[config.mk]
export PLATFORM = sky130hd
export DESIGN_NAME = tls_sni_split_point_finder
export DESIGN_NICKNAME = d
export VERILOG_FILES = /design/src/rtl/core/tlssni_pkg.sv /design/src/rtl/core/tlssni_parser.sv /design/src/rtl/core/tlssni_rule.sv /design/src/rtl/core/tls_sni_split_point_finder.sv
export VERILOG_INCLUDE_DIRS = /design/src /design/src/rtl/core
export SDC_FILE = /design/constraint.sdc
export NUM_CORES = 1
export LEC_CHECK = 0
export ABC_AREA = 1
export BUFFER_PORTS_ARGS = -buffer_cell sky130_fd_sc_hd__buf_2
export CAP_MARGIN = 20
export CORE_MARGIN = 1.5
export CORE_UTILIZATION = 33
export CTS_BUF_LIST = sky130_fd_sc_hd__clkbuf_2
export DETAILED_ROUTE_END_ITERATION = 10
export SYNTH_ARGS = -nofsm -noshare
export SYNTH_HDL_FRONTEND = slang
export SYNTH_SLANG_ARGS = --single-unit
[constraint.sdc]
create_clock -name clk_i -period 5.8 [get_ports clk_i]
set_input_delay 0.29 -clock clk_i [delete_from_list [all_inputs] [get_ports clk_i]]
set_output_delay 0.29 -clock clk_i [all_outputs]
set_load 0.01 [all_outputs]
[src/rtl/core/tls_sni_split_point_finder_defines.svh]
// assertion macros for the tls sni split point finder
// no dependencies; included by the parser and the top level
`ifndef TLS_SNI_SPLIT_POINT_FINDER_DEFINES_SVH
`define TLS_SNI_SPLIT_POINT_FINDER_DEFINES_SVH

`ifndef SYNTHESIS
`define TLSSNI_ASSERT_ON(lbl, clk, rstn, prop) \
  lbl: assert property (@(posedge clk) disable iff (!rstn) prop) \
    else $error("tlssni assertion failed");
`define TLSSNI_ASSERT(lbl, prop) `TLSSNI_ASSERT_ON(lbl, clk_i, rst_ni, prop)
`else
`define TLSSNI_ASSERT_ON(lbl, clk, rstn, prop)
`define TLSSNI_ASSERT(lbl, prop)
`endif

`endif

[src/rtl/core/tlssni_pkg.sv]
// shared types and constants for the tls sni split point finder
// no dependencies
`timescale 1ns / 1ps
`default_nettype none

package tlssni_pkg;

  localparam int unsigned MaxPacket = 4096;

  localparam int unsigned FieldW  = 13;
  localparam int unsigned HttpW   = 14;
  localparam int unsigned TtlW    = 9;
  localparam int unsigned CfgW    = 14;
  localparam int unsigned CfgIdxW = 2;

  typedef enum logic [CfgIdxW-1:0] {
    CFG_TLS_ENABLE  = 2'd0,
    CFG_HTTP_OFFSET = 2'd1,
    CFG_FIXED_OFFSET = 2'd2,
    CFG_DECOY_TTL   = 2'd3
  } cfg_index_e;

  typedef enum logic [1:0] {
    RULE_NONE  = 2'd0,
    RULE_SNI   = 2'd1,
    RULE_HTTP  = 2'd2,
    RULE_FIXED = 2'd3
  } split_rule_e;

  localparam logic [31:0] MethodGet  = 32'h4745_5420;
  localparam logic [31:0] MethodPost = 32'h504F_5354;
  localparam logic [31:0] MethodHead = 32'h4845_4144;

  typedef struct packed {
    logic              tls_enable;
    logic [HttpW-1:0]  http_offset;
    logic [FieldW-1:0] fixed_offset;
    logic [TtlW-1:0]   decoy_ttl;
  } cfg_t;

  typedef struct packed {
    logic              do_split;
    logic [FieldW-1:0] split_offset;
    split_rule_e       split_rule;
    logic              send_decoy;
    logic              sni_found;
    logic [FieldW-1:0] payload_length;
  } result_t;

endpackage

`default_nettype wire

[src/rtl/core/tlssni_parser.sv]
// byte-wise clienthello walker: position, leading bytes and sni offset
// depends on tlssni_pkg and the assertion macro header
`timescale 1ns / 1ps
`default_nettype none
`include "tls_sni_split_point_finder_defines.svh"

module tlssni_parser #(
  parameter int unsigned MAX_PACKET = tlssni_pkg::MaxPacket,
  localparam int unsigned PosW = $clog2(MAX_PACKET + 1)
) (
  input  wire logic            clk_i,
  input  wire logic            rst_ni,
  input  wire logic            accept_i,
  input  wire logic [7:0]      data_i,
  input  wire logic            last_i,
  output logic [PosW-1:0]      len_o,
  output logic [PosW-1:0]      sni_o,
  output logic [31:0]          leading_o
);

  localparam logic [3:0] PH_HEADER    = 4'd0;
  localparam logic [3:0] PH_SESS_SKIP = 4'd1;
  localparam logic [3:0] PH_CIPH_HI   = 4'd2;
  localparam logic [3:0] PH_CIPH_LO   = 4'd3;
  localparam logic [3:0] PH_CIPH_SKIP = 4'd4;
  localparam logic [3:0] PH_COMP_LEN  = 4'd5;
  localparam logic [3:0] PH_COMP_SKIP = 4'd6;
  localparam logic [3:0] PH_EXTS_HI   = 4'd7;
  localparam logic [3:0] PH_EXTS_LO   = 4'd8;
  localparam logic [3:0] PH_TYPE_HI   = 4'd9;
  localparam logic [3:0] PH_TYPE_LO   = 4'd10;
  localparam logic [3:0] PH_ELEN_HI   = 4'd11;
  localparam logic [3:0] PH_ELEN_LO   = 4'd12;
  localparam logic [3:0] PH_EXT_SKIP  = 4'd13;
  localparam logic [3:0] PH_SNI_HDR   = 4'd14;
  localparam logic [3:0] PH_DONE      = 4'd15;

  localparam logic [PosW-1:0] PosMax     = PosW'(MAX_PACKET);
  localparam logic [PosW-1:0] PosLead    = PosW'(4);
  localparam logic [PosW-1:0] PosType    = PosW'(0);
  localparam logic [PosW-1:0] PosVersion = PosW'(1);
  localparam logic [PosW-1:0] PosHsType  = PosW'(5);
  localparam logic [PosW-1:0] PosSessLen = PosW'(43);

  logic [PosW-1:0] pos_q, pos_d;
  logic [3:0]      phase_q, phase_d;
  logic [15:0]     skip_q, skip_d;
  logic [7:0]      hi_q, hi_d;
  logic [31:0]     lead_q, lead_d;
  logic [PosW-1:0] sni_q, sni_d;
  logic            fail_q, fail_d;

  logic [3:0]  ph_eff;
  logic [15:0] skip_dec;
  logic        in_range;

  assign in_range = pos_q < PosMax;
  assign skip_dec = skip_q - 16'd1;

  // a finished skip moves on before the byte is used
  always_comb begin
    ph_eff = phase_q;
    if (skip_q == 16'd0) begin
      case (phase_q)
        PH_SESS_SKIP: ph_eff = PH_CIPH_HI;
        PH_CIPH_SKIP: ph_eff = PH_COMP_LEN;
        PH_COMP_SKIP: ph_eff = PH_EXTS_HI;
        PH_EXT_SKIP:  ph_eff = PH_TYPE_HI;
        default:      ph_eff = phase_q;
      endcase
    end
  end

  always_comb begin
    pos_d   = pos_q;
    phase_d = phase_q;
    skip_d  = skip_q;
    hi_d    = hi_q;
    lead_d  = lead_q;
    sni_d   = sni_q;
    fail_d  = fail_q;
    if (in_range) begin
      pos_d = pos_q + PosW'(1);
      if (pos_q < PosLead) begin
        lead_d = {lead_q[23:0], data_i};
      end
      if (!fail_q && phase_q != PH_DONE) begin
        phase_d = ph_eff;
        case (ph_eff)
          PH_HEADER: begin
            if ((pos_q == PosType && data_i != 8'h16) ||
                (pos_q == PosVersion && data_i != 8'h03) ||
                (pos_q == PosHsType && data_i != 8'h01)) begin
              fail_d = 1'b1;
            end else if (pos_q == PosSessLen) begin
              skip_d  = {8'd0, data_i};
              phase_d = PH_SESS_SKIP;
            end
          end
          PH_SESS_SKIP, PH_CIPH_SKIP, PH_COMP_SKIP, PH_EXT_SKIP: begin
            skip_d = skip_dec;
          end
          PH_CIPH_HI: begin
            hi_d    = data_i;
            phase_d = PH_CIPH_LO;
          end
          PH_CIPH_LO: begin
            skip_d  = {hi_q, data_i};
            phase_d = PH_CIPH_SKIP;
          end
          PH_COMP_LEN: begin
            skip_d  = {8'd0, data_i};
            phase_d = PH_COMP_SKIP;
          end
          PH_EXTS_HI: phase_d = PH_EXTS_LO;
          PH_EXTS_LO: phase_d = PH_TYPE_HI;
          PH_TYPE_HI: begin
            hi_d    = data_i;
            phase_d = PH_TYPE_LO;
          end
          PH_TYPE_LO: begin
            if (hi_q == 8'd0 && data_i == 8'd0) begin
              skip_d  = 16'd2;
              phase_d = PH_SNI_HDR;
            end else begin
              phase_d = PH_ELEN_HI;
            end
          end
          PH_ELEN_HI: begin
            hi_d    = data_i;
            phase_d = PH_ELEN_LO;
          end
          PH_ELEN_LO: begin
            skip_d  = {hi_q, data_i};
            phase_d = PH_EXT_SKIP;
          end
          PH_SNI_HDR: begin
            if (skip_q <= 16'd1) begin
              skip_d  = 16'd0;
              sni_d   = pos_q + PosW'(1);
              phase_d = PH_DONE;
            end else begin
              skip_d = skip_dec;
            end
          end
          default: phase_d = ph_eff;
        endcase
      end
    end
  end

  assign len_o     = pos_d;
  assign sni_o     = sni_d;
  assign leading_o = lead_d;

  always_ff @(posedge clk_i or negedge rst_ni) begin
    if (!rst_ni) begin
      pos_q   <= '0;
      phase_q <= PH_HEADER;
      skip_q  <= '0;
      hi_q    <= '0;
      lead_q  <= '0;
      sni_q   <= '0;
      fail_q  <= 1'b0;
    end else if (accept_i && last_i) begin
      pos_q   <= '0;
      phase_q <= PH_HEADER;
      skip_q  <= '0;
      hi_q    <= '0;
      lead_q  <= '0;
      sni_q   <= '0;
      fail_q  <= 1'b0;
    end else if (accept_i) begin
      pos_q   <= pos_d;
      phase_q <= phase_d;
      skip_q  <= skip_d;
      hi_q    <= hi_d;
      lead_q  <= lead_d;
      sni_q   <= sni_d;
      fail_q  <= fail_d;
    end
  end

  `TLSSNI_ASSERT(a_clear_after_last, accept_i && last_i |=> pos_q == '0 && sni_q == '0)
  `TLSSNI_ASSERT(a_sni_means_done, sni_q != '0 |-> phase_q == PH_DONE)
  `TLSSNI_ASSERT(a_pos_bounded, pos_q <= PosMax)

endmodule

`default_nettype wire

[src/rtl/core/tlssni_rule.sv]
// split rule selection from the parsed packet summary and the settings
// depends on tlssni_pkg
`timescale 1ns / 1ps
`default_nettype none

module tlssni_rule #(
  parameter int unsigned MAX_PACKET = tlssni_pkg::MaxPacket,
  localparam int unsigned PosW = $clog2(MAX_PACKET + 1)
) (
  input  wire logic [PosW-1:0] len_i,
  input  wire logic [PosW-1:0] sni_i,
  input  wire logic [31:0]     leading_i,
  input  wire tlssni_pkg::cfg_t cfg_i,
  output tlssni_pkg::result_t  result_o
);

  localparam int unsigned W = (PosW > tlssni_pkg::HttpW) ? PosW : tlssni_pkg::HttpW;

  logic [W-1:0] len_w, sni_w, http_w, fixed_w, split, split_c;
  logic         is_http, sni_found, http_pos, decoy_pos;
  tlssni_pkg::split_rule_e rule, rule_c;

  assign len_w   = W'(len_i);
  assign sni_w   = W'(sni_i);
  assign fixed_w = W'(cfg_i.fixed_offset);

  assign is_http = leading_i == tlssni_pkg::MethodGet ||
                   leading_i == tlssni_pkg::MethodPost ||
                   leading_i == tlssni_pkg::MethodHead;

  assign sni_found = sni_i != '0;
  assign http_pos  = !cfg_i.http_offset[tlssni_pkg::HttpW-1] && cfg_i.http_offset != '0;
  assign http_w    = http_pos ? W'(cfg_i.http_offset) : W'(2);
  assign decoy_pos = !cfg_i.decoy_ttl[tlssni_pkg::TtlW-1] && cfg_i.decoy_ttl != '0;

  always_comb begin
    split = '0;
    rule  = tlssni_pkg::RULE_NONE;
    if (sni_found && cfg_i.tls_enable) begin
      split = sni_w;
      rule  = tlssni_pkg::RULE_SNI;
    end else if (cfg_i.http_offset != '0 && len_w > W'(4) && is_http) begin
      split = http_w;
      rule  = tlssni_pkg::RULE_HTTP;
    end else if (fixed_w != '0 && len_w > fixed_w) begin
      split = fixed_w;
      rule  = tlssni_pkg::RULE_FIXED;
    end
    split_c = split;
    rule_c  = rule;
    if (split == '0 || split >= len_w) begin
      split_c = '0;
      rule_c  = tlssni_pkg::RULE_NONE;
    end
  end

  always_comb begin
    result_o.do_split       = split_c != '0;
    result_o.split_offset   = split_c[tlssni_pkg::FieldW-1:0];
    result_o.split_rule     = rule_c;
    result_o.send_decoy     = (split_c != '0) && decoy_pos;
    result_o.sni_found      = sni_found;
    result_o.payload_length = len_w[tlssni_pkg::FieldW-1:0];
  end

endmodule

`default_nettype wire

[src/rtl/core/tls_sni_split_point_finder.sv]
// top level: settings registers, byte parser, rule selection, result register
// depends on tlssni_pkg, tlssni_parser, tlssni_rule and the macro header
//
//   channel   direction  handshake              payload
//   in        request    in_valid_i/in_stall_o  data_byte_i, last_byte_i
//   out       result     out_valid_o/out_stall_i  do_split_o .. payload_length_o
//   cfg       write      cfg_we_i               cfg_index_i, cfg_data_i
//
// one byte is taken every cycle while in_stall_o is low; the whole parse step sits between the
// parser state and the result register
// the result of a payload is registered and appears in the cycle after its last byte is taken
// no clearing pass: the block takes bytes from the first cycle after reset
// in_stall_o is high only while a result waits and out_stall_i is high
`timescale 1ns / 1ps
`default_nettype none
`include "tls_sni_split_point_finder_defines.svh"

module tls_sni_split_point_finder #(
  parameter int unsigned MAX_PACKET = tlssni_pkg::MaxPacket
) (
  input  wire logic                              clk_i,
  input  wire logic                              rst_ni,
  input  wire logic                              in_valid_i,
  output logic                                   in_stall_o,
  input  wire logic [7:0]                        data_byte_i,
  input  wire logic                              last_byte_i,
  output logic                                   out_valid_o,
  input  wire logic                              out_stall_i,
  output logic                                   do_split_o,
  output logic [tlssni_pkg::FieldW-1:0]          split_offset_o,
  output logic [1:0]                             split_rule_o,
  output logic                                   send_decoy_o,
  output logic                                   sni_found_o,
  output logic [tlssni_pkg::FieldW-1:0]          payload_length_o,
  input  wire logic                              cfg_we_i,
  input  wire logic [tlssni_pkg::CfgIdxW-1:0]    cfg_index_i,
  input  wire logic [tlssni_pkg::CfgW-1:0]       cfg_data_i
);

  localparam int unsigned PosW = $clog2(MAX_PACKET + 1);

  tlssni_pkg::cfg_t    cfg_q;
  tlssni_pkg::result_t res_d, res_q;
  logic                out_valid_q;
  logic                in_accept, last_accept;
  logic [PosW-1:0]     len, sni;
  logic [31:0]         leading;

  assign in_stall_o  = out_valid_q && out_stall_i;
  assign in_accept   = in_valid_i && !in_stall_o;
  assign last_accept = in_accept && last_byte_i;

  always_ff @(posedge clk_i or negedge rst_ni) begin
    if (!rst_ni) begin
      cfg_q.tls_enable   <= 1'b1;
      cfg_q.http_offset  <= tlssni_pkg::HttpW'(1);
      cfg_q.fixed_offset <= tlssni_pkg::FieldW'(1);
      cfg_q.decoy_ttl    <= tlssni_pkg::TtlW'(1);
    end else if (cfg_we_i) begin
      case (tlssni_pkg::cfg_index_e'(cfg_index_i))
        tlssni_pkg::CFG_TLS_ENABLE:   cfg_q.tls_enable   <= cfg_data_i[0];
        tlssni_pkg::CFG_HTTP_OFFSET:
          cfg_q.http_offset <= cfg_data_i[tlssni_pkg::HttpW-1:0];
        tlssni_pkg::CFG_FIXED_OFFSET:
          cfg_q.fixed_offset <= cfg_data_i[tlssni_pkg::FieldW-1:0];
        tlssni_pkg::CFG_DECOY_TTL:
          cfg_q.decoy_ttl <= cfg_data_i[tlssni_pkg::TtlW-1:0];
        default: cfg_q <= cfg_q;
      endcase
    end
  end

  tlssni_parser #(
    .MAX_PACKET(MAX_PACKET)
  ) u_parser (
    .clk_i     (clk_i),
    .rst_ni    (rst_ni),
    .accept_i  (in_accept),
    .data_i    (data_byte_i),
    .last_i    (last_byte_i),
    .len_o     (len),
    .sni_o     (sni),
    .leading_o (leading)
  );

  tlssni_rule #(
    .MAX_PACKET(MAX_PACKET)
  ) u_rule (
    .len_i     (len),
    .sni_i     (sni),
    .leading_i (leading),
    .cfg_i     (cfg_q),
    .result_o  (res_d)
  );

  always_ff @(posedge clk_i or negedge rst_ni) begin
    if (!rst_ni) begin
      out_valid_q <= 1'b0;
    end else if (last_accept) begin
      out_valid_q <= 1'b1;
    end else if (!out_stall_i) begin
      out_valid_q <= 1'b0;
    end
  end

  always_ff @(posedge clk_i) begin
    if (last_accept) begin
      res_q <= res_d;
    end
  end

  assign out_valid_o      = out_valid_q;
  assign do_split_o       = res_q.do_split;
  assign split_offset_o   = res_q.split_offset;
  assign split_rule_o     = res_q.split_rule;
  assign send_decoy_o     = res_q.send_decoy;
  assign sni_found_o      = res_q.sni_found;
  assign payload_length_o = res_q.payload_length;

  `TLSSNI_ASSERT(a_result_after_last, last_accept |=> out_valid_q)
  `TLSSNI_ASSERT(a_rule_matches_split,
    out_valid_q |-> res_q.do_split == (res_q.split_rule != tlssni_pkg::RULE_NONE))
  `TLSSNI_ASSERT(a_decoy_needs_split, out_valid_q && res_q.send_decoy |-> res_q.do_split)

endmodule

`default_nettype wire

======== After elaboration in Yosys (flattened, before gate mapping) ========
Cells that the tools add are included.
W data, S select, Z words.
cells by class
  $add $sub $neg .......................... 2
  multiply operators ...................... 0
  divide/modulo/power cells ............... 0
  $lt $le $gt $ge ......................... 6
  eq/ne operators ......................... 35
  shift-type cells ........................ 0
  mux-type cells .......................... 54
  bitwise operators ....................... 0
  reductions and logical operators ........ 55
operators with widths
  kind                     count
  $mux W13                 10
  $mux W16                 8
  $mux W32                 4
  $eq A32 B31 Y1 const B   3
  $pmux W16 S6             1
  $mux W14                 4
  $pmux W4 S11             1
  $reduce_bool A14 Y1      3
  $mux W8                  5
  $eq A4 B4 Y1 const B     8
  $mux W4                  8
  $eq A4 B3 Y1 const B     6
  $le A16 B1 Y1 const B    1
  $logic_not A16 Y1        1
  $logic_not A8 Y1         2
  $pmux W4 S4              1
  $sub A16 B1 Y16 const B  1
  $logic_and A1 B1 Y1      15
  $ge A14 B13 Y1           1
  $logic_not A14 Y1        1
  $add A13 B1 Y13 const B  1
  $eq A13 B1 Y1 const B    1
  $eq A13 B3 Y1 const B    1
  $eq A13 B6 Y1 const B    1
  other kinds (35)         64
word-level totals
  register bits ........................... 156
  latch bits .............................. 0
  bits in writable memories ............... 0
  bits in read-only memories .............. 0
  input bits .............................. 30
  word-level logic and storage cells ...... 171
  memories kept ........................... 0

======== Logic depth before layout (Yosys ltp) ========
Gate-level depths: netlist of run 1.
  depth in word-level cells ............... 15
  depth in mapped cells ................... 34
  mapped depth without buffers ............ 33

======== Cells and area by module ========
Synthesis of run 1 repeated with hierarchy kept, for this count alone.
second synthesis, totals
  cells, all modules ...................... 1385
  area total of the unflattened synthesis .. 10134.7 µm²
by module, submodules not included
  module                      instances  cells an instance  area an instance (µm²)  sequential area each (µm²)
  tlssni_parser               1          748                5482.8                  2177.1
  tls_sni_split_point_finder  1          208                2544.9                  1886.8
  tlssni_rule                 1          429                2107.0                  0.0

======== Worst setup path before layout of run 1 ========
Ideal clock, no wire load.
  path kind ............................... register to register
  start point ............................. reg u_parser.pos_q[0]
  end point ............................... reg res_q, in the netlist split_offset_o[6] (data pin)
  library setup time ...................... 0.135 ns
  arrival ................................. 4.145 ns
  required time ........................... 5.665 ns
  slack ................................... 1.520 ns
  stages on the path, launching flop included .. 30
  clock period less this slack ............ 4.280 ns
  cell sequence ........................... dfrtp_1 ha_1 nand3_1 xor2_1 a21boi_1 inv_1 ha_1 nand2_1 o21ai_0 o21ai_0 nand3_1 nand2_1 nand2_1 nand2_1 a21oi_2 nand2_1 nand2_1 nand3_1 nand2_1 ha_1 a21boi_0 o21a_1 o21a_1 o21a_1 o21ai_0 nand2_1 a41oi_1 nand2_4 buf_12 nor2_2
RTL lines
  element                 RTL line                           text
  start, declared         tlssni_parser.sv:45                logic [PosW-1:0] pos_q, pos_d;
  start signal, assigned  tlssni_parser.sv:174               pos_q <= pos_d;
  end signal, assigned    tls_sni_split_point_finder.sv:108  res_q <= res_d;
  end, declared           tls_sni_split_point_finder.sv:43   tlssni_pkg::result_t res_d, res_q;

==> results of run 1 <==
==> critical path: stages, from the launching register on <==
cell	delay (ns)
dfrtp_1	0.81
inv_1	0.34
o21ai_0	0.43
inv_1	0.12
ha_1	0.31
nand2_1	0.08
nor3_1	0.19
o21ai_0	0.11
nand3_1	0.09
nand2_1	0.05
nand2_1	0.05
nand2_1	0.07
a21oi_2	0.34
nand2_1	0.09
nand2_1	0.08
nand3_1	0.10
nand2_1	0.16
ha_1	0.29
a21oi_1	0.16
nor2_1	0.06
a211oi_1	0.19
nor2_1	0.06
a211oi_1	0.26
inv_1	0.09
a41oi_1	0.28
nand2_4	0.21
nor2_1	0.14
==> worst paths after layout <==
| path | from | to | slack [ns] | cells after the start |
|---|---|---|---|---|
| max | u_parser.pos_q[12] | split_offset_o[3] | 0.53 | 26 |
| min | rst_ni | u_parser.skip_q[1] | 0.12 | 2 |
| max reg2reg | u_parser.pos_q[12] | split_offset_o[3] | 0.53 | 26 |
| min reg2reg | cfg_q[0] | cfg_q[0] | 0.52 | 2 |
| max in group asynchronous | rst_ni | cfg_q[17] | 4.31 | 3 |
| min in group clk_i | cfg_index_i[0] | cfg_q[0] | 0.13 | 3 |
==> sequential cells by signal (all words and copies together), names as in the netlist <==
| register | flops |
|---|---|
| cfg_q | 37 |
| u_parser.lead_q | 32 |
| u_parser.skip_q | 16 |
| payload_length_o | 13 |
| split_offset_o | 13 |
| u_parser.pos_q | 13 |
| u_parser.sni_q | 13 |
| u_parser.hi_q | 8 |
| u_parser.phase_q | 4 |
| split_rule_o | 2 |
| do_split_o | 1 |
| out_valid_o | 1 |
| send_decoy_o | 1 |
| sni_found_o | 1 |
| u_parser.fail_q | 1 |
==> through the flow <==
step                instance area [um^2]  power (uW)
floorplan                           9614        2269
global placement                   10250        2549
detailed placement                 10250        2565
CTS                                10730        3173
global route                       10740        3411
finish                             10740        3151
==> where the power goes <==
group          leakage, uW  total (uW)  internal [uW]  switching (uW)
registers          0.00194        1420           1290             129
clock network     0.000126         585            129             456
logic              0.00333        1150            391             758
==> cell type report <==
class                      count  area (um^2)  share of cell area (%)
multi-input combinational    903         4557                   42.45
sequential                   156         4064                   37.86
inverter                     199        747.0                   6.958
timing repair buffer         101        673.1                   6.270
tap                          384        480.5                   4.476
clock inverter                15        126.4                   1.177
clock buffer                  17        85.08                  0.7925
antenna                        1        2.502                 0.02331
==> kinds of logic after synthesis <==
logic type	share of synthesized area (%)
XOR/XNOR	1.458
flip-flops	42.27
AO/OA/AOI/OAI	11.96
AND/OR/NAND/NOR	29.87
adder cells (fa/ha/maj)	4.034
buffers and inverters	10.41
==> synthesized netlist by cell type, types with 2 or more instances <==
master and n:
nor4_1 9, nand3_1 126, edfxtp_1 31, buf_4 4
nor2_2 12, ha_1 31, o21ai_0 80, clkbuf_1 19
dfstp_2 4, nand3b_1 4, a21o_1 2, nor3_1 12
nand2_2 10, xor2_1 13, buf_6 6, o22ai_1 54
a21oi_1 9, nand2_1 346, a21boi_0 2, nor2_1 115
a211oi_1 4, buf_2 13, inv_2 5, o21a_1 7
a22o_1 7, inv_1 190, nand4_1 20, dfrtp_1 121
nor2_4 2, nand3_2 2, clkinv_1 4, xnor2_1 3
o21ai_1 17
==> routing by layer <==
| metal | vias to the layer above | global-route usage (%) | share of wire [%] | routed length, um |
|---|---|---|---|---|
| li1 | 4412 | - | - | - |
| met1 | 4008 | 24.25 | 47 | 12420 |
| met2 | 209 | 29.48 | 47 | 12440 |
| met3 | 15 | 3.004 | 4.4 | 1153 |
| met4 | 0 | 3.341 | 0.90 | 236 |
| met5 | - | 0 | 0 | 0 |
==> run metrics, run 1 <==
Final Cycle Share=roughly nine tenths; crit path capture type=register; Post-CTS Setup Inserts=0; critical path class=reg -> reg; fill count=a little over 3000; arrival time worst endpoint=5.91 ns; fraction of layout cells with a size suffix above 1=between 10% and 20%; clock slew at reported path FFs=approximately 0.27 ns; H-tree depth=4; cell area after synthesis=around 0.0096 mm^2; Final Setup Violations=0; area grow syn2layout=11.66%; Seq/Total Area, Yosys=42.27%; Total GRT Usage=17.68%; Slew HR=slightly below 40%; synthesized instance count=1301; worst slew pin tran=between 0.9 and 1 ns; Max-cap violations=0; Period minus WS final=approximately 5.3 ns; Slew Viols, Final=0; Initial DRT Pass Iterations=5; Clk Tree Root Cell=clkbuf_2; Hold/Removal Path Class=in -> async; total CTS buffers=17; Synth Warn #=0; worst endpoint required time=approximately 6.4 ns; Post-Route Utilization=~37%; Setup WS post-layout=between 0.5 and 0.6 ns; core area=0.02870 mm^2; Synth Register Bits=roughly 160; Final Hold Viols=0; initial antenna violation count=1; Hold Buf Count CTS=27; Ports=between 60 and 70; routed wire length=~26000 um; via count=roughly 8600; largest net degree at the start of global routing=between 60 and 70; Async SR Flop Fraction=about four fifths; Placer Congestion=slightly above 0.9; commonest non-fill, non-tap cells in the layout=nand2_1 (346), inv_1 (190), nand3_1 (126); Clock Sinks=156; dpl ws=around 0.65 ns; vias in the first global route=8300; PostCTS Resize Cnt=0; CP Max Fanout=19; Synth top area share=a little under a third; Remaining DRCs=0; top area cells in the synthesized netlist=dfrtp_1 (31%), nand2_1 (14%), edfxtp_1 (9.7%); DIE AREA=approximately 0.030 mm^2; Layout Cells excl Fill=1776; Synth area leader=dfrtp_1; Chip Height=around 170 um; Post-synth EDFFs=31; syn nets=about 1400; RSZ-0062 raised after global routing=no; die width=about 170 um; Yosys cell types=50; commonest non-fill, non-tap cell in the layout=nand2_1; syn avg cell area=around 7.4 um^2; grt total ovfl=0; Cell Pwr Density=between 200 and 300 mW/mm^2; row count=62; Max Freq=roughly 190 MHz; status=completed; port bufs=62; Post-Place Cells=1716; Bufs on Longest Clock Path=2; global-route wire length before repair=42760 um; Final #Nets=between 1000 and 1500; leakage power=0.005393 uW; Worst VDD drop=0.1320 mV; DR iter-0 viols=approximately 700; DR WL/cell=between 10 and 15 um; Initial Util=between 30% and 40%; number of nets with antenna violations after routing=0; Fin Hold WS=roughly 0.12 ns; Worst setup SP type=register; Setup Skew=0.03619 ns; Synth Flop Type=dfrtp_1; Detail Placement HPWL=around 19000 um; Worst-Skew Late Latency=slightly below 0.8 ns; Setup TNS=0 ns; Vias/cell=between 4 and 5; CTS tree=done
(Power assumes the default switching activity.)
==> inputs of run 2 (changes only) <==
ABC_AREA = 0   (was 1)
==> run metrics, run 2 <==
status=completed; Chip Height=~170 um; Final Setup Violations=0; Initial Util=between 30% and 40%; Synth top area share=between 30% and 40%; Slew HR=a little under two fifths; critical path startpoint=u_parser.pos_q[4]; Placer Congestion=0.9099; H-tree depth=4; initial antenna violation count=1; syn avg cell area=a little under 10 um^2; Detail Placement HPWL=between 15000 and 20000 um; synth cell count leaders=dfrtp_1 (121), nand2_1 (91), o21ai_0 (67); Hold/Removal Path Class=in -> async; synthesized instance count=between 900 and 1000; Worst VDD drop=between 0.09 and 0.1 mV; Clock Sinks=between 150 and 200; DR WL/cell=roughly 18 um; Remaining DRCs=0; worst endpoint required time=6.49 ns; die width=around 170 um; Bufs on Longest Clock Path=2; Worst-Skew Late Latency=~0.81 ns; Synth Register Bits=156; Synth Warn #=0; Final Cycle Share=between 90 and 100%; cell area after synthesis=slightly above 0.009 mm^2; Fin Hold WS=about 0.019 ns; Clk Tree Root Cell=clkbuf_2; leakage power=about 0.0045 uW; arrival time worst endpoint=between 6 and 7 ns; Total GRT Usage=a little under a fifth; Overall Power=2582 uW; Final Hold Viols=0; global-route wire length before repair=~41000 um; CTS tree=done; area grow syn2layout=15.38%; DIE AREA=roughly 0.028 mm^2; top area cells in the synthesized netlist=dfrtp_1 (33%), edfxtp_1 (10%), mux2_2 (4.6%); Critical Path Max Stage Delay=~0.53 ns; core area=about 0.027 mm^2; count leader, synth=dfrtp_1; Max-cap violations=0; Setup TNS=0 ns; vias in the first global route=7312; Ports=between 60 and 70; critical path class=reg -> reg; fraction of layout cells with a size suffix above 1=19.56%; Post-DP Area=approximately 0.01 mm^2; commonest non-fill, non-tap cells in the layout=dfrtp_1 (118), nand2_1 (91), o21ai_0 (67); Final #Nets=1091; number of nets with antenna violations after routing=0; Largest regs=cfg_q x37, u_parser.lead_q x32, u_parser.skip_q x16; Worst setup SP type=register; Buf+Inv Stages, Crit Path=2; routed wire length=between 20000 and 30000 um; Max Freq=between 150 and 200 MHz; Yosys cell types=just under 80; CP Max Fanout=17; RR Startpoint=u_parser.pos_q[4]; clock slew at reported path FFs=about 0.30 ns; row count=60; Synth Flop Type=dfrtp_1; Async SR Flop Fraction=between 80% and 90%; Setup Skew=between 0.04 and 0.05 ns; Period minus WS final=roughly 5.4 ns; port bufs=between 60 and 70; Initial DRT Pass Iterations=5; Slowest-stage cell, CP=dfrtp_2; Slew Viols, Final=0; largest register by flop count=cfg_q; Seq/Total Area, Yosys=44.84%; design area=about 0.010 mm^2; Vias/cell=roughly 5.6; number of flip-flops in the largest register=37; grt total ovfl=0; via count=a little under 8000; worst slew pin tran=0.9394 ns; DR iter-0 viols=668; total CTS buffers=17; RSZ-0062 raised after global routing=no; cells along the critical path=and4_1 > nand2_1 > nor2_1 > nand3_1 > ha_1 > or3_1 > a2111oi_1 > and4b_2 > nor2_8 > nor3b_2 > buf_4 > a221o_1 > ha_1 > a21o_1 > a21o_1 > a21oi_1 > nor2b_1 > o21ai_0 > nand2b_1 > a21oi_1 > o31ai_2 > buf_4 > a31oi_1 > and2_1; largest net degree at the start of global routing=between 70 and 80; cell family with most CP delay=simple AND/OR/NAND/NOR gates; crit path capture type=register; Cell Pwr Density=246.9 mW/mm^2; Synth area leader=dfrtp_1; Post-synth EDFFs=31; commonest non-fill, non-tap cell in the layout=dfrtp_1; syn nets=a little under 1000
## run 2: changes by cell type after synthesis, moves of 16 or more
cell / delta
a21oi_1: +27
a22o_1: +39
clkbuf_1: +24
inv_1: -149
mux2_2: +37
nand2_1: -255
nand3_1: -102
nor2_1: -55
nor2b_1: +18
nor3_1: +18
nor4_1: +18
o21ai_1: -16
o22ai_1: -51
xnor2_1: +17
## run 2: cell type report
class                   instances  area, um^2
inverters                      42       157.7
clock inverters                15       167.7
flip-flops and latches        156        4068
multi-input cells             680        4618
diodes                          1       2.502
clock buffers                  17       85.08
fillers                      2690       16490
well taps                     341       426.7
repair buffers                133       930.9
## run 2: logic make-up (layout without fill, tap and decap cells)
family,after synthesis,count (layout),share of synthesized area (%)
and+or+nand+nor,349,349,20.75
AOI/OAI and AO/OA,228,228,17.30
DFF,156,156,44.84
buffers and inverters,97,207,4.473
muxes,42,42,5.150
adders and majority gates,31,31,4.280
xor gates and xnor gates,30,30,3.203
other,0,1,0
## run 2: per-layer routing
metal  wire length (um)  global-route usage, %  part of all wire (%)
met1              12310                  26.54                    48
met2              11350                  27.99                    44
met3               1465                  2.432                   5.7
met4                433                  6.095                   1.7
met5                  0                      0                     0
## run 2: repair_timing
action                                  CTS  global route
hold buffers                             29             0
hold endpoints to repair                131             0
endpoints found under the setup margin    0            11
setup buffers                             0             4
resized for setup                         0             7
## run 2: through the flow
stage	utilization (%)	cells	worst slack [ns]
2_1_floorplan	-	933	0.5458
3_3_place_gp	36.57	1318	0.3475
3_5_place_dp	36.57	1318	0.1849
4_1_cts	38.58	1379	0.1493
5_1_grt	38.80	1385	0.002897
6_report	38.80	1385	0.4214
## run 2: final timing paths
| path | endpoint | slack (ns) | depth (start not counted) |
|---|---|---|---|
| max | send_decoy_o | 0.42 | 24 |
| max in group asynchronous | u_parser.lead_q[11] | 4.33 | 3 |
| min | u_parser.lead_q[0] | 0.02 | 2 |
| max reg2reg | send_decoy_o | 0.42 | 24 |
| min in group clk_i | cfg_q[3] | 0.18 | 3 |
| min reg2reg | u_parser.sni_q[2] | 0.54 | 2 |
## run 2: power breakdown
part	leakage, uW	switching [uW]	internal [uW]
logic	0.00242	320	240
clock network	0.000152	494	150
registers	0.00191	127	1250
==> inputs of run 3 (changes only) <==
clock period = 5.5 ns   (was 5.8 ns; I/O delays follow)
==> run metrics, run 3 (synthesis gave the netlist of run 2 again) <==
Hold/Removal Path Class=in -> async; Max-cap violations=0; vias in the first global route=7320; Placer Congestion=~0.92; Internal Power=around 1700 uW; Post-Place Cells=1329; Final Setup Violations=0; clock network power share=24.4%; DR iter-0 viols=634; Cell Pwr Density=about 260 mW/mm^2; core area=approximately 0.027 mm^2; Ports=63; via count=between 7000 and 8000; global-route wire length before repair=just over 40000 um; status=completed; leakage power=0.004561 uW; largest register by flop count=cfg_q; Initial DRT Pass Iterations=5; Largest regs=cfg_q x37, u_parser.lead_q x32, u_parser.skip_q x16; Bufs on Longest Clock Path=2; Final Hold Viols=0; Post-DP Area=a little under 0.01 mm^2; routed wire length=25650 um; Worst VDD drop=0.1049 mV; Post-Route Utilization=roughly two fifths; grt total ovfl=0; arrival time worst endpoint=5.89 ns; Net Sw Power=just under 1000 uW; Chip Height=roughly 170 um; Initial Util=~34%; area grow syn2layout=16.58%; Setup Skew=around 0.084 ns; RR Startpoint=u_parser.pos_q[0]; port bufs=between 60 and 70; reg2reg path depth=23; share of power burned in registers=between 50% and 60%; H-tree depth=4; Setup TNS=0 ns; CTS tree=done; switching share of total power=between 30 and 40%; die width=168.7 um; Vias/cell=between 5 and 6; clock slew at reported path FFs=around 0.31 ns; Fin Hold WS=0.05320 ns; Period minus WS final=5.258 ns; cell family with most CP delay=compound AO/OA/AOI/OAI gates; critical path startpoint=u_parser.pos_q[0]; Clock Sinks=about 160; Detail Placement HPWL=approximately 19000 um; Worst setup SP type=register; DR WL/cell=18.36 um; Critical Path Max Stage Delay=roughly 0.44 ns; Final #Nets=1103; cells along the critical path=buf_4 > inv_1 > ha_1 > mux2i_1 > buf_4 > and2_1 > o2111ai_1 > a211oi_1 > a22oi_1 > nor3b_2 > buf_4 > a221o_1 > ha_1 > a21o_1 > a21o_1 > a21oi_1 > nor2b_1 > o21ai_0 > nand2b_1 > a21oi_2 > o31ai_4 > buf_4 > nor2_1; CP most frequent cell=buf_4; Slew Viols, Final=0; Total GRT Usage=about 18%; fill count=between 2000 and 3000; Gate power share=approximately 22%; R2R Path End=split_offset_o[0]; Max Freq=190.2 MHz; critical path class=reg -> reg; DIE AREA=0.02846 mm^2; total CTS buffers=17; Slowest-stage cell, CP=a211oi_1; Critical Path End=split_offset_o[0]; commonest non-fill, non-tap cells in the layout=dfrtp_1 (121), nand2_1 (91), o21ai_0 (67); fraction of layout cells with a size suffix above 1=between 20% and 30%; RSZ-0062 raised after global routing=no; Sequential Area=slightly above 0.004 mm^2; Final Cycle Share=about 96%; CP Max Fanout=12; initial antenna violation count=1; number of flip-flops in the largest register=37; Buf+Inv Stages, Crit Path=5; worst endpoint required time=slightly above 6 ns; row count=60; worst slew pin tran=~0.97 ns; commonest non-fill, non-tap cell in the layout=dfrtp_1; multi-input logic area=about 0.0047 mm^2; number of nets with antenna violations after routing=0; Layout Cells excl Fill=about 1400; WP depth=23; Remaining DRCs=0; largest net degree at the start of global routing=71; Clk Tree Root Cell=clkbuf_2; Worst-Skew Late Latency=0.81 ns; crit path capture type=register; design area=between 0.01 and 0.015 mm^2; reg-to-reg slack, setup=approximately 0.24 ns; Slew HR=a little over a third
[run 3: repair_timing]
| action | 4_1_cts | 5_1_grt |
|---|---|---|
| setup endpoints to repair | 1 | 17 |
| endpoints found under the hold margin | 122 | 0 |
| hold buffers | 28 | 0 |
| setup buffers | 0 | 7 |
| resized for setup | 1 | 9 |
| pin swaps | 0 | 2 |
| cloned | 0 | 0 |
[run 3: per-stage QoR]
| stage | total power [uW] | setup slack [ns] |
|---|---|---|
| 6_report | 2717 | 0.2421 |
| 3_5_place_dp | 2031 | 0.01947 |
| 2_1_floorplan | 1817 | 0.2458 |
| 5_1_grt | 2866 | 0.004027 |
| 4_1_cts | 2713 | 0.1100 |
| 3_3_place_gp | 2022 | 0.1762 |
[run 3: cell type report]
class | count | area share, %
diodes | 1 | 0.02369
clock buffers | 17 | 0.8053
clock inverters | 15 | 1.599
inverters | 42 | 1.492
multi-input cells | 680 | 44.06
flip-flops and latches | 156 | 38.47
well taps | 341 | 4.038
repair buffers | 145 | 9.522
[run 3: how the worst min path moves through the flow]
stage | from | end | slack, ns | cells after the start
2_1_floorplan | rst_ni | cfg_q[10] | -0.02 | 0
3_3_place_gp | rst_ni | u_parser.lead_q[10] | 0.41 | 1
3_5_place_dp | rst_ni | u_parser.lead_q[18] | 0.41 | 1
4_1_cts | rst_ni | u_parser.pos_q[6] | 0.04 | 2
5_1_grt | in_valid_i | u_parser.pos_q[1] | 0.07 | 3
6_report | rst_ni | u_parser.pos_q[6] | 0.05 | 2
[run 3: power groups by stage]
| stage | Combinational [uW] | Clock [uW] | Sequential (uW) |
|---|---|---|---|
| finish | 601 | 662 | 1450 |
| global route | 664 | 730 | 1470 |
| CTS | 581 | 682 | 1450 |
| detailed placement | 559 | 0 | 1470 |
| global placement | 553 | 0 | 1470 |
| floorplan | 392 | 0 | 1420 |
[run 3: routing by layer]
| metal | GRT usage, % | wire, um |
|---|---|---|
| met3 | 3.110 | 1543 |
| met5 | 0 | 0 |
| met4 | 6.017 | 479 |
| met1 | 26.39 | 12170 |
| met2 | 27.79 | 11460 |
